[config.mk]
export PLATFORM = sky130hd
export DESIGN_NAME = midpoint_ellipse_rasterizer_top
export DESIGN_NICKNAME = d
export VERILOG_FILES = /design/src/design/mer_pkg.sv /design/src/design/mer_cfg.sv /design/src/design/mer_datapath.sv /design/src/design/mer_ctrl.sv /design/src/design/midpoint_ellipse_rasterizer_top.sv
export SDC_FILE = /design/constraint.sdc
export NUM_CORES = 2
export LEC_CHECK = 0
export ABC_AREA = 1
export ABC_CLOCK_PERIOD_IN_PS = 11400
export BUFFER_PORTS_ARGS = -buffer_cell sky130_fd_sc_hd__buf_2
export CAP_MARGIN = 30
export CORE_MARGIN = 2
export CORE_UTILIZATION = 50
export CTS_CLUSTER_SIZE = 40
export DETAILED_ROUTE_END_ITERATION = 10
export GPL_ROUTABILITY_DRIVEN = 0
export HOLD_SLACK_MARGIN = 0.12
export PLACE_DENSITY = 0.63
export SLEW_MARGIN = 5
export SYNTH_ARGS = -nofsm -noshare
export SYNTH_HDL_FRONTEND = slang
export SYNTH_HIERARCHICAL = 1
export SYNTH_SLANG_ARGS = --single-unit
[constraint.sdc]
create_clock -name aclk -period 11.4 [get_ports aclk]
set_input_delay 0.57 -clock aclk [delete_from_list [all_inputs] [get_ports aclk]]
set_output_delay 0.57 -clock aclk [all_outputs]
set_load 0.02 [all_outputs]
[src/design/mer_pkg.sv]
// ----------------------------------------------------------------------------
// mer_pkg
// Shared widths, register indexes and controller/datapath interface types
// for the midpoint ellipse rasterizer.
// ----------------------------------------------------------------------------
`default_nettype none

package mer_pkg;

    localparam int COORD_W = 11;
    localparam int AXIS_W  = 10;
    localparam int SQ_W    = 2 * AXIS_W;
    localparam int PROD_W  = SQ_W + COORD_W;
    localparam int DEC_W   = 48;
    localparam int PIX_W   = 13;

    localparam int CFG_IDX_W  = 3;
    localparam int CFG_DATA_W = 11;

    localparam logic [CFG_IDX_W-1:0] CFG_CENTER_X     = 3'd0;
    localparam logic [CFG_IDX_W-1:0] CFG_CENTER_Y     = 3'd1;
    localparam logic [CFG_IDX_W-1:0] CFG_SEMI_A       = 3'd2;
    localparam logic [CFG_IDX_W-1:0] CFG_SEMI_B       = 3'd3;
    localparam logic [CFG_IDX_W-1:0] CFG_SCREEN_MAX_Y = 3'd4;

    localparam logic [COORD_W-1:0] SCREEN_MAX_Y_RST = 11'd479;

    typedef struct packed {
        logic [COORD_W-1:0] center_x;
        logic [COORD_W-1:0] center_y;
        logic [AXIS_W-1:0]  semi_a;
        logic [AXIS_W-1:0]  semi_b;
        logic [COORD_W-1:0] screen_max_y;
    } cfg_t;

    typedef enum logic [3:0] {
        OP_NONE,
        OP_LATCH,
        OP_SQA,
        OP_SQB,
        OP_INI1,
        OP_INI2,
        OP_CAPT,
        OP_CLEAR,
        OP_STEP,
        OP_MU,
        OP_MV,
        OP_UPD,
        OP_X1,
        OP_X2
    } dp_op_t;

    typedef struct packed {
        dp_op_t op;
        logic   reg2;
        logic   load_out;
        logic   last;
    } dp_cmd_t;

    typedef struct packed {
        logic cont;
    } dp_stat_t;

    typedef struct packed {
        logic                    point_valid;
        logic signed [PIX_W-1:0] right_x;
        logic signed [PIX_W-1:0] left_x;
        logic signed [PIX_W-1:0] upper_y;
        logic signed [PIX_W-1:0] lower_y;
        logic                    region;
        logic                    last_point;
    } out_beat_t;

endpackage

`default_nettype wire

[src/design/mer_cfg.sv]
// ----------------------------------------------------------------------------
// mer_cfg
// Configuration register file: center, semi-axes and top screen row.
// ----------------------------------------------------------------------------
`default_nettype none

module mer_cfg (
    input  wire logic                           aclk,
    input  wire logic                           aresetn,
    input  wire logic                           cfg_valid,
    output logic                                cfg_ready,
    input  wire logic [mer_pkg::CFG_IDX_W-1:0]  cfg_index,
    input  wire logic [mer_pkg::CFG_DATA_W-1:0] cfg_data,
    output mer_pkg::cfg_t                       cfg
);
    import mer_pkg::*;

    cfg_t cfg_reg;

    assign cfg_ready = 1'b1;
    assign cfg       = cfg_reg;

    always_ff @(posedge aclk) begin
        if (!aresetn) begin
            cfg_reg.center_x     <= '0;
            cfg_reg.center_y     <= '0;
            cfg_reg.semi_a       <= '0;
            cfg_reg.semi_b       <= '0;
            cfg_reg.screen_max_y <= SCREEN_MAX_Y_RST;
        end else if (cfg_valid) begin
            unique case (cfg_index)
                CFG_CENTER_X:     cfg_reg.center_x     <= cfg_data[COORD_W-1:0];
                CFG_CENTER_Y:     cfg_reg.center_y     <= cfg_data[COORD_W-1:0];
                CFG_SEMI_A:       cfg_reg.semi_a       <= cfg_data[AXIS_W-1:0];
                CFG_SEMI_B:       cfg_reg.semi_b       <= cfg_data[AXIS_W-1:0];
                CFG_SCREEN_MAX_Y: cfg_reg.screen_max_y <= cfg_data[COORD_W-1:0];
                default: ;
            endcase
        end
    end

endmodule

`default_nettype wire

[src/design/mer_datapath.sv]
// ----------------------------------------------------------------------------
// mer_datapath
// Offsets, decision value, one shared 20x11 multiplier and the pixel
// hold and output registers, driven one operation per cycle.
// ----------------------------------------------------------------------------
`default_nettype none

module mer_datapath #(
    parameter int AXIS_MAX = 1023
) (
    input  wire logic            aclk,
    input  wire mer_pkg::cfg_t   cfg,
    input  wire mer_pkg::dp_cmd_t cmd,
    output mer_pkg::dp_stat_t    stat,
    output mer_pkg::out_beat_t   beat
);
    import mer_pkg::*;

    localparam logic [AXIS_W+1:0] AXIS_LIM = (AXIS_W + 2)'(AXIS_MAX);

    logic [COORD_W-1:0]      lat_cx_reg, lat_cy_reg;
    logic [AXIS_W-1:0]       lat_a_reg, lat_b_reg;
    logic [SQ_W-1:0]         a2_reg, b2_reg;
    logic [COORD_W-1:0]      x_reg, y_reg;
    logic signed [DEC_W-1:0] d_reg;
    logic                    dpos_reg;
    logic [PROD_W-1:0]       prod_reg, pu_reg;
    out_beat_t               hold_reg, out_reg;
    out_beat_t               out_next;

    logic [AXIS_W-1:0]       a_clamp, b_clamp;
    logic [SQ_W-1:0]         mul_a, cu, cv;
    logic [COORD_W-1:0]      mul_b, u, v, u_new, v_new;
    logic [AXIS_W-1:0]       lim;
    logic                    dpos_now;
    logic signed [DEC_W-1:0] a2_e, b2_e, cu_e, pu_e, prod_e, sub_e;
    logic [PIX_W-1:0]        cx13, cy13, top13, x13, y13;

    assign a_clamp = ({2'b00, cfg.semi_a} > AXIS_LIM) ? AXIS_LIM[AXIS_W-1:0] : cfg.semi_a;
    assign b_clamp = ({2'b00, cfg.semi_b} > AXIS_LIM) ? AXIS_LIM[AXIS_W-1:0] : cfg.semi_b;

    // region I steps x against b^2, region II steps y against a^2
    assign cu  = cmd.reg2 ? a2_reg : b2_reg;
    assign cv  = cmd.reg2 ? b2_reg : a2_reg;
    assign u   = cmd.reg2 ? y_reg  : x_reg;
    assign v   = cmd.reg2 ? x_reg  : y_reg;
    assign lim = cmd.reg2 ? lat_b_reg : lat_a_reg;

    assign dpos_now = (d_reg > 0);
    assign u_new    = u + 1'b1;
    assign v_new    = (dpos_now && v != '0) ? v - 1'b1 : v;

    always_comb begin
        mul_a = '0;
        mul_b = '0;
        unique case (cmd.op)
            OP_SQA: begin
                mul_a = SQ_W'(lat_a_reg);
                mul_b = COORD_W'(lat_a_reg);
            end
            OP_SQB: begin
                mul_a = SQ_W'(lat_b_reg);
                mul_b = COORD_W'(lat_b_reg);
            end
            OP_INI1: begin
                mul_a = a2_reg;
                mul_b = COORD_W'(lat_b_reg);
            end
            OP_MU: begin
                mul_a = cu;
                mul_b = u;
            end
            OP_MV: begin
                mul_a = cv;
                mul_b = v;
            end
            OP_X1: begin
                mul_a = b2_reg;
                mul_b = COORD_W'(lat_a_reg);
            end
            default: ;
        endcase
    end

    assign a2_e   = DEC_W'(a2_reg);
    assign b2_e   = DEC_W'(b2_reg);
    assign cu_e   = DEC_W'(cu);
    assign pu_e   = DEC_W'(pu_reg);
    assign prod_e = DEC_W'(prod_reg);
    assign sub_e  = dpos_reg ? (prod_e <<< 3) : '0;

    assign stat.cont = (pu_reg <= prod_reg) && (u <= {1'b0, lim});

    assign cx13  = PIX_W'(lat_cx_reg);
    assign cy13  = PIX_W'(lat_cy_reg);
    assign top13 = PIX_W'(cfg.screen_max_y);
    assign x13   = PIX_W'(x_reg);
    assign y13   = PIX_W'(y_reg);

    // the end mark only rides on a beat that carries a point
    always_comb begin
        out_next            = hold_reg;
        out_next.last_point = cmd.last && hold_reg.point_valid;
    end

    always_ff @(posedge aclk) begin
        unique case (cmd.op)
            OP_LATCH: begin
                lat_cx_reg <= cfg.center_x;
                lat_cy_reg <= cfg.center_y;
                lat_a_reg  <= a_clamp;
                lat_b_reg  <= b_clamp;
            end
            OP_SQA, OP_MU, OP_X1: begin
                prod_reg <= mul_a * mul_b;
            end
            OP_SQB: begin
                a2_reg   <= prod_reg[SQ_W-1:0];
                prod_reg <= mul_a * mul_b;
            end
            OP_INI1: begin
                b2_reg   <= prod_reg[SQ_W-1:0];
                prod_reg <= mul_a * mul_b;
            end
            OP_INI2: begin
                d_reg <= (b2_e <<< 2) - (prod_e <<< 2) + a2_e;
                x_reg <= '0;
                y_reg <= COORD_W'(lat_b_reg);
            end
            OP_X2: begin
                d_reg <= (a2_e <<< 2) - (prod_e <<< 2) + b2_e;
                x_reg <= COORD_W'(lat_a_reg);
                y_reg <= '0;
            end
            OP_STEP: begin
                dpos_reg <= dpos_now;
                if (cmd.reg2) begin
                    y_reg <= u_new;
                    x_reg <= v_new;
                end else begin
                    x_reg <= u_new;
                    y_reg <= v_new;
                end
            end
            OP_MV: begin
                pu_reg   <= prod_reg;
                prod_reg <= mul_a * mul_b;
            end
            OP_UPD: begin
                d_reg <= d_reg + (pu_e <<< 3) + (cu_e <<< 2) - sub_e;
            end
            OP_CAPT: begin
                hold_reg.point_valid <= 1'b1;
                hold_reg.right_x     <= cx13 + x13;
                hold_reg.left_x      <= cx13 - x13;
                hold_reg.upper_y     <= top13 - cy13 - y13;
                hold_reg.lower_y     <= top13 - cy13 + y13;
                hold_reg.region      <= cmd.reg2;
                hold_reg.last_point  <= 1'b0;
            end
            OP_CLEAR: begin
                hold_reg <= '0;
            end
            default: ;
        endcase
        if (cmd.load_out) begin
            out_reg <= out_next;
        end
    end

    assign beat = out_reg;

endmodule

`default_nettype wire

[src/design/mer_ctrl.sv]
// ----------------------------------------------------------------------------
// mer_ctrl
// Sequencer for the rasterizer: walk phase, per-beat operation order and
// the result valid flag.
// ----------------------------------------------------------------------------
`default_nettype none

module mer_ctrl (
    input  wire logic        aclk,
    input  wire logic        aresetn,
    input  wire logic        s_tvalid,
    output logic             s_tready,
    input  wire logic        restart,
    output logic             m_tvalid,
    input  wire logic        m_tready,
    output mer_pkg::dp_cmd_t cmd,
    input  wire mer_pkg::dp_stat_t stat
);
    import mer_pkg::*;

    typedef enum logic [3:0] {
        S_IDLE,
        S_LOAD,
        S_SQA,
        S_SQB,
        S_INI1,
        S_INI2,
        S_EMIT,
        S_ADV,
        S_MU,
        S_MV,
        S_UPD,
        S_X1,
        S_X2,
        S_OUT
    } state_t;

    typedef enum logic [1:0] {
        PH_IDLE,
        PH_REG1,
        PH_REG2,
        PH_DONE
    } phase_t;

    state_t state_reg;
    phase_t phase_reg;
    logic   m_tvalid_reg;
    logic   active;
    logic   out_free;

    assign active   = (phase_reg == PH_REG1) || (phase_reg == PH_REG2);
    assign out_free = !m_tvalid_reg || m_tready;
    assign s_tready = (state_reg == S_IDLE);
    assign m_tvalid = m_tvalid_reg;

    always_comb begin
        cmd.op       = OP_NONE;
        cmd.reg2     = (phase_reg == PH_REG2);
        cmd.load_out = 1'b0;
        cmd.last     = (phase_reg == PH_DONE);
        unique case (state_reg)
            S_LOAD: cmd.op = OP_LATCH;
            S_SQA:  cmd.op = OP_SQA;
            S_SQB:  cmd.op = OP_SQB;
            S_INI1: cmd.op = OP_INI1;
            S_INI2: cmd.op = OP_INI2;
            S_EMIT: cmd.op = active ? OP_CAPT : OP_CLEAR;
            S_ADV:  cmd.op = OP_STEP;
            S_MU:   cmd.op = OP_MU;
            S_MV:   cmd.op = OP_MV;
            S_UPD:  cmd.op = OP_UPD;
            S_X1:   cmd.op = OP_X1;
            S_X2:   cmd.op = OP_X2;
            S_OUT:  cmd.load_out = out_free;
            default: ;
        endcase
    end

    always_ff @(posedge aclk) begin
        if (!aresetn) begin
            state_reg    <= S_IDLE;
            phase_reg    <= PH_IDLE;
            m_tvalid_reg <= 1'b0;
        end else begin
            if (state_reg == S_OUT && out_free) begin
                m_tvalid_reg <= 1'b1;
            end else if (m_tvalid_reg && m_tready) begin
                m_tvalid_reg <= 1'b0;
            end
            unique case (state_reg)
                S_IDLE: begin
                    if (s_tvalid) begin
                        state_reg <= restart ? S_LOAD : S_EMIT;
                    end
                end
                S_LOAD: state_reg <= S_SQA;
                S_SQA:  state_reg <= S_SQB;
                S_SQB:  state_reg <= S_INI1;
                S_INI1: state_reg <= S_INI2;
                S_INI2: begin
                    // the start point of region I always passes its test
                    phase_reg <= PH_REG1;
                    state_reg <= S_EMIT;
                end
                S_EMIT: state_reg <= active ? S_ADV : S_OUT;
                S_ADV:  state_reg <= S_MU;
                S_MU:   state_reg <= S_MV;
                S_MV:   state_reg <= S_UPD;
                S_UPD: begin
                    priority if (stat.cont) begin
                        state_reg <= S_OUT;
                    end else if (phase_reg == PH_REG1) begin
                        state_reg <= S_X1;
                    end else begin
                        phase_reg <= PH_DONE;
                        state_reg <= S_OUT;
                    end
                end
                S_X1:   state_reg <= S_X2;
                S_X2: begin
                    // region II start point always passes its test too
                    phase_reg <= PH_REG2;
                    state_reg <= S_OUT;
                end
                S_OUT: begin
                    if (out_free) begin
                        state_reg <= S_IDLE;
                    end
                end
                default: state_reg <= S_IDLE;
            endcase
        end
    end

endmodule

`default_nettype wire

[src/design/midpoint_ellipse_rasterizer_top.sv]
// ----------------------------------------------------------------------------
// midpoint_ellipse_rasterizer_top
// Midpoint ellipse rasterizer: one four-way symmetric pixel group per beat.
// ----------------------------------------------------------------------------
// Usage:
// Write center, semi-axes and top screen row on the cfg channel (always
// ready) while the block is idle. Each s_ beat is a step tick; s_tdata[0]
// set restarts a new ellipse from the configuration. Every s_ beat yields
// exactly one m_ beat carrying the current point's four pixels (y flipped
// against the top row); m_tuser[0] clear means idle or finished, and
// m_tlast marks the final point of the ellipse.
// Timing: one beat is in work at a time. Handing over from region I to
// region II takes one more product on the shared multiplier, and a
// restart adds the latching and squaring of the axes. The single 20x11
// multiplier is used in turn for both decision products.
// A finished result sits in the output register; the next beat is taken
// while it waits, but its result is held back until m_tready frees the slot.
// Reset clears the walk to idle and the top row to 479.
// ----------------------------------------------------------------------------
`default_nettype none

module midpoint_ellipse_rasterizer_top #(
    parameter int AXIS_MAX = 1023
) (
    input  wire logic        aclk,
    input  wire logic        aresetn,
    input  wire logic        s_tvalid,
    output logic             s_tready,
    input  wire logic [7:0]  s_tdata,   // [0] restart, [7:1] zero
    output logic             m_tvalid,
    input  wire logic        m_tready,
    output logic [55:0]      m_tdata,   // [12:0] pixel_right_x, [25:13] pixel_left_x,
                                        // [38:26] pixel_upper_y, [51:39] pixel_lower_y,
                                        // [55:52] zero
    output logic [1:0]       m_tuser,   // [0] point_valid, [1] region
    output logic             m_tlast,   // last_point
    input  wire logic        cfg_valid,
    output logic             cfg_ready,
    input  wire logic [2:0]  cfg_index,
    input  wire logic [10:0] cfg_data
);
    import mer_pkg::*;

    cfg_t      cfg;
    dp_cmd_t   cmd;
    dp_stat_t  stat;
    out_beat_t beat;

    mer_cfg u_cfg (
        .aclk      (aclk),
        .aresetn   (aresetn),
        .cfg_valid (cfg_valid),
        .cfg_ready (cfg_ready),
        .cfg_index (cfg_index),
        .cfg_data  (cfg_data),
        .cfg       (cfg)
    );

    mer_ctrl u_ctrl (
        .aclk     (aclk),
        .aresetn  (aresetn),
        .s_tvalid (s_tvalid),
        .s_tready (s_tready),
        .restart  (s_tdata[0]),
        .m_tvalid (m_tvalid),
        .m_tready (m_tready),
        .cmd      (cmd),
        .stat     (stat)
    );

    mer_datapath #(
        .AXIS_MAX (AXIS_MAX)
    ) u_datapath (
        .aclk (aclk),
        .cfg  (cfg),
        .cmd  (cmd),
        .stat (stat),
        .beat (beat)
    );

    assign m_tdata = {4'b0000, beat.lower_y, beat.upper_y, beat.left_x, beat.right_x};
    assign m_tuser = {beat.region, beat.point_valid};
    assign m_tlast = beat.last_point;

`ifndef SYNTHESIS
    // one beat in work at a time
    assert property (@(posedge aclk) disable iff (!aresetn)
        s_tvalid && s_tready |=> !s_tready)
        else $error("input taken while a beat is still in work");

    // an empty result carries no pixels, region or end mark
    assert property (@(posedge aclk) disable iff (!aresetn)
        m_tvalid && !m_tuser[0] |-> !m_tlast && !m_tuser[1] && m_tdata == '0)
        else $error("empty result carries payload");
`endif

endmodule

`default_nettype wire

==> summary.md <==
| Metric | Value |
|---|---|
| Run status | completed |
| Cell Pwr Density | 318.8 mW/mm^2 |
| Global Route met1 Usage | 0.4228 |
| Reg2reg setup slack | around 2000 ps |
| Vias | 32,520 |
| Mapped cell area | 0.03721 mm^2 |
| Placement Cell Area | between 0.03 and 0.04 mm^2 |
| Clock skew | between 40 and 50 ps |
| Worst reg2reg startpoint | u_ctrl/state_reg[0] |
| Tot Pwr | between 10 and 15 mW |
| Crit share post-route | 0.8242 |
| Average routed wire per standard cell | 18.56 um |
| Design area | 0.04013 mm^2 |
| IO Port Bufs | 75 |
| CTS tree | built |
| CP peak stage delay | 920 ps |
| Critical path's slowest cell | nor3_1 |
| Hold WC Path Type | in -> reg |
| Worst-path fanout max | 23 |
| Final wirelength | between 100,000 and 150,000 um |
| Detail Route Antenna Nets | 0 |
| Worst setup EP type | flip-flop |
| Synth Flop Type | edfxtp_1 |
| Register area share after synthesis | 0.2873 |
| H-tree lvl count | 2 |
| Initial antenna violation count | 0 |
| Final Hold Vio Count | 0 |
| Post-layout min period | between 9000 and 10,000 ps |
| Die area | between 0.07 and 0.08 mm^2 |
| Largest register FFs | 53 |
| # diodes | 0 |
| Setup violators final | 0 |
| Pin count of the biggest net entering global routing | 79 |
| Root Driver | clkbuf_16 |
| Via-to-Cell Ratio | ~5.4 |
| Mean post-synth cell area | around 7.6 um^2 |
| 1st-pass router iterations | 6 |
| Reg2Reg Depth | 33 |
| DP Worst Slack | around 2200 ps |
| Starting density of the core | 0.5023 |
| RSZ-0062 raised after global routing | no |
| F_max | approximately 110 MHz |
| Post-CTS setup buffer count | 0 |
| Cts repair resizes | 0 |
| CP Launch Type | flip-flop |
| First-pass GRT wire length | between 150,000 and 200,000 um |
| Max-slew headroom | 0.2342 |
| GR Overflow Total | 0 |
| Clk_lat worst skew | 590 ps |
| Routing usage on met2 | 0.4407 |
| Max-cap viol count | 0 |
| Met3 Usage GRT | 0.04826 |
| Max-slew violations | 0 |
| Clock Pin Slew Worst Setup and Hold Paths | around 60 ps |
| Share of layout cells above drive strength 1 | 0.06249 |
| Synthesized flop and latch total | 376 |
| Crit Reg-Reg Endpoint | u_datapath/prod_reg[26] |
| Setup WS post-layout | approximately 2000 ps |
| GRT Total Usage | 0.2902 |
| Crit path capture | u_datapath/prod_reg[26] |
| Fin cells | ~6,000 |
| # nets final | roughly 5,600 |
| CTS buffer count | between 40 and 50 |
| Peak VDD IR | approximately 180 uV |
| Syn Inst Count | between 4,000 and 5,000 |
| FFs w/ async S/R, synth | 0 |
| Grt peak-use layer | met2 |
| Vias in the first global route | between 30,000 and 40,000 |
| CP arrival | 9690 ps |
| P_leak | between 15 and 20 nW |
| Crit path launch | u_ctrl/state_reg[0] |
| Detail Placement HPWL | ~90,000 um |
| Clk buf depth | 3 |
| Post-synth EDFFs | 316 |
| Critical Path RT | 11,690 ps |
| Actual slew at the worst max-slew pin | 1140 ps |
| Layout area overhead | 7.863% |
| Sum Neg Setup Slack | 0 ps |
| Hold_buf cts | 0 |
| Core area | roughly 0.074 mm^2 |
| Crit-path most repeated cell | nand2_1 |
| Clock sink count | between 300 and 400 |
| Num rows | 100 |
| Initial DRC Count | approximately 3,000 |
| Die Y | between 200 and 300 um |
| I/O pins | 89 |
| # DRC | 0 |
| DIE WIDTH | between 200 and 300 um |
| Synth unique cells | just over 60 |
| Synth warn | 6 |
| Inst Count DP | approximately 5,900 |
| Critical path type | reg -> reg |
[report_power, final]
group	leakage [nW]	switching, mW	internal (mW)	total (mW)
combinational	15.7	6.10	2.84	8.94
sequential	3.33	0.356	2.07	2.43
clock	0.710	0.585	0.845	1.43
total	19.7	7.04	5.76	12.8
[critical path, delay by kind of cell, from the launching register on]
family / cells / cell delay, ps
AOI/OAI and AO/OA: 6 / 1490
adders and majority gates: 6 / 2860
DFF: 1 / 510
buffers and inverters: 5 / 1270
and+or+nand+nor: 15 / 2830
xor gates and xnor gates: 1 / 110
[layout make-up]
type / instances / area, um^2
Timing Repair Buffer: 103 / 605.6
Sequential cell: 376 / 10690
Tap cell: 969 / 1212
Inverter: 996 / 3741
Clock buffer: 55 / 1205
Multi-Input combinational cell: 3471 / 22410
Fill cell: 7224 / 33940
Clock inverter: 24 / 262.8
[synth_stat cells (all sizes together), types with 2 or more instances]
cell type | instances | area share
a21oi | 309 | 0.042
o2111ai | 2 | 0.00047
ha | 325 | 0.11
o221ai | 13 | 0.0031
o21a | 28 | 0.0056
and2 | 12 | 0.0020
a2111oi | 4 | 0.0016
nand3b | 6 | 0.0012
a21o | 16 | 0.0032
or2 | 23 | 0.0039
nand4 | 47 | 0.0079
o22ai | 11 | 0.0018
and3 | 3 | 0.00050
o21bai | 13 | 0.0026
nand3 | 281 | 0.039
a31oi | 36 | 0.0061
xor2 | 77 | 0.018
o211ai | 21 | 0.0042
nor3 | 44 | 0.0068
conb | 3 | 0.00030
xnor2 | 27 | 0.0064
edfxtp | 316 | 0.26
a211oi | 3 | 0.00061
a22oi | 12 | 0.0024
clkinv | 11 | 0.0011
nor2 | 476 | 0.051
nand2 | 1173 | 0.12
o21ai | 239 | 0.033
fa | 221 | 0.12
clkbuf | 40 | 0.0040
dfxtp | 60 | 0.032
buf | 47 | 0.0078
a221oi | 3 | 0.00071
inv | 985 | 0.099
a21boi | 10 | 0.0020
nor4 | 22 | 0.0039
o31ai | 2 | 0.00040
[per-stage QoR]
stage | util | hold WS, ps
after CTS | 0.5416 | 179.3
after global placement | 0.5213 | 401.6
final | 0.5418 | 205.9
after global routing | 0.5418 | 200.6
after detailed placement | 0.5218 | 404.5
after floorplan | - | 400.3
[cell families (layout without fill, tap and decap cells)]
| kind of cell | Yosys count | in the layout | share of synthesized area |
|---|---|---|---|
| DFF | 376 | 376 | 0.2873 |
| other | 3 | 6 | 0.0003026 |
| AOI/OAI and AO/OA | 726 | 726 | 0.1114 |
| xor gates and xnor gates | 104 | 104 | 0.02448 |
| adders and majority gates | 546 | 546 | 0.2282 |
| buffers and inverters | 1083 | 1178 | 0.1124 |
| and+or+nand+nor | 2089 | 2089 | 0.2359 |
[placed cells by master (no fill, tap or decap), drive strengths merged, types with 4 or more instances in the layout]
| cell type | netlist | layout |
|---|---|---|
| clkbuf | 40 | 57 |
| o22ai | 11 | 11 |
| nor2 | 476 | 476 |
| conb | 3 | 6 |
| a2111oi | 4 | 4 |
| o21a | 28 | 28 |
| nand3b | 6 | 6 |
| nor3 | 44 | 44 |
| a31oi | 36 | 36 |
| o21bai | 13 | 13 |
| o211ai | 21 | 21 |
| clkinv | 11 | 27 |
| and2 | 12 | 12 |
| o221ai | 13 | 13 |
| nand4 | 47 | 47 |
| buf | 47 | 101 |
| a22oi | 12 | 12 |
| fa | 221 | 221 |
| a21o | 16 | 16 |
| ha | 325 | 325 |
| nor4 | 22 | 22 |
| inv | 985 | 986 |
| a21oi | 309 | 309 |
| a21boi | 10 | 10 |
| edfxtp | 316 | 316 |
| nand2 | 1173 | 1173 |
| nand3 | 281 | 281 |
| xnor2 | 27 | 27 |
| bufinv | 0 | 4 |
| o21ai | 239 | 239 |
| xor2 | 77 | 77 |
| or2 | 23 | 23 |
| dfxtp | 60 | 60 |
[per-layer routing]
metal,vias to the layer above,part of all wire
li1,15930,-
met1,15140,0.45
met2,1235,0.42
met3,211,0.091
met4,0,0.033
met5,-,0
[worst min-delay path by stage]
| stage | endpoint | depth (start not counted) | startpoint | slack (ps) |
|---|---|---|---|---|
| after floorplan | u_datapath/beat[10] | 0 | u_datapath/hold_reg[10] | 400 |
| after global placement | u_datapath/beat[10] | 0 | u_datapath/hold_reg[10] | 400 |
| after detailed placement | u_datapath/beat[11] | 0 | u_datapath/hold_reg[11] | 400 |
| after CTS | u_cfg/cfg[6] | 3 | cfg_data[6] | 180 |
| after global routing | u_cfg/cfg[4] | 3 | cfg_data[4] | 200 |
| final | u_cfg/cfg[3] | 3 | cfg_data[3] | 210 |
Power figures use the tool's default switching activity.
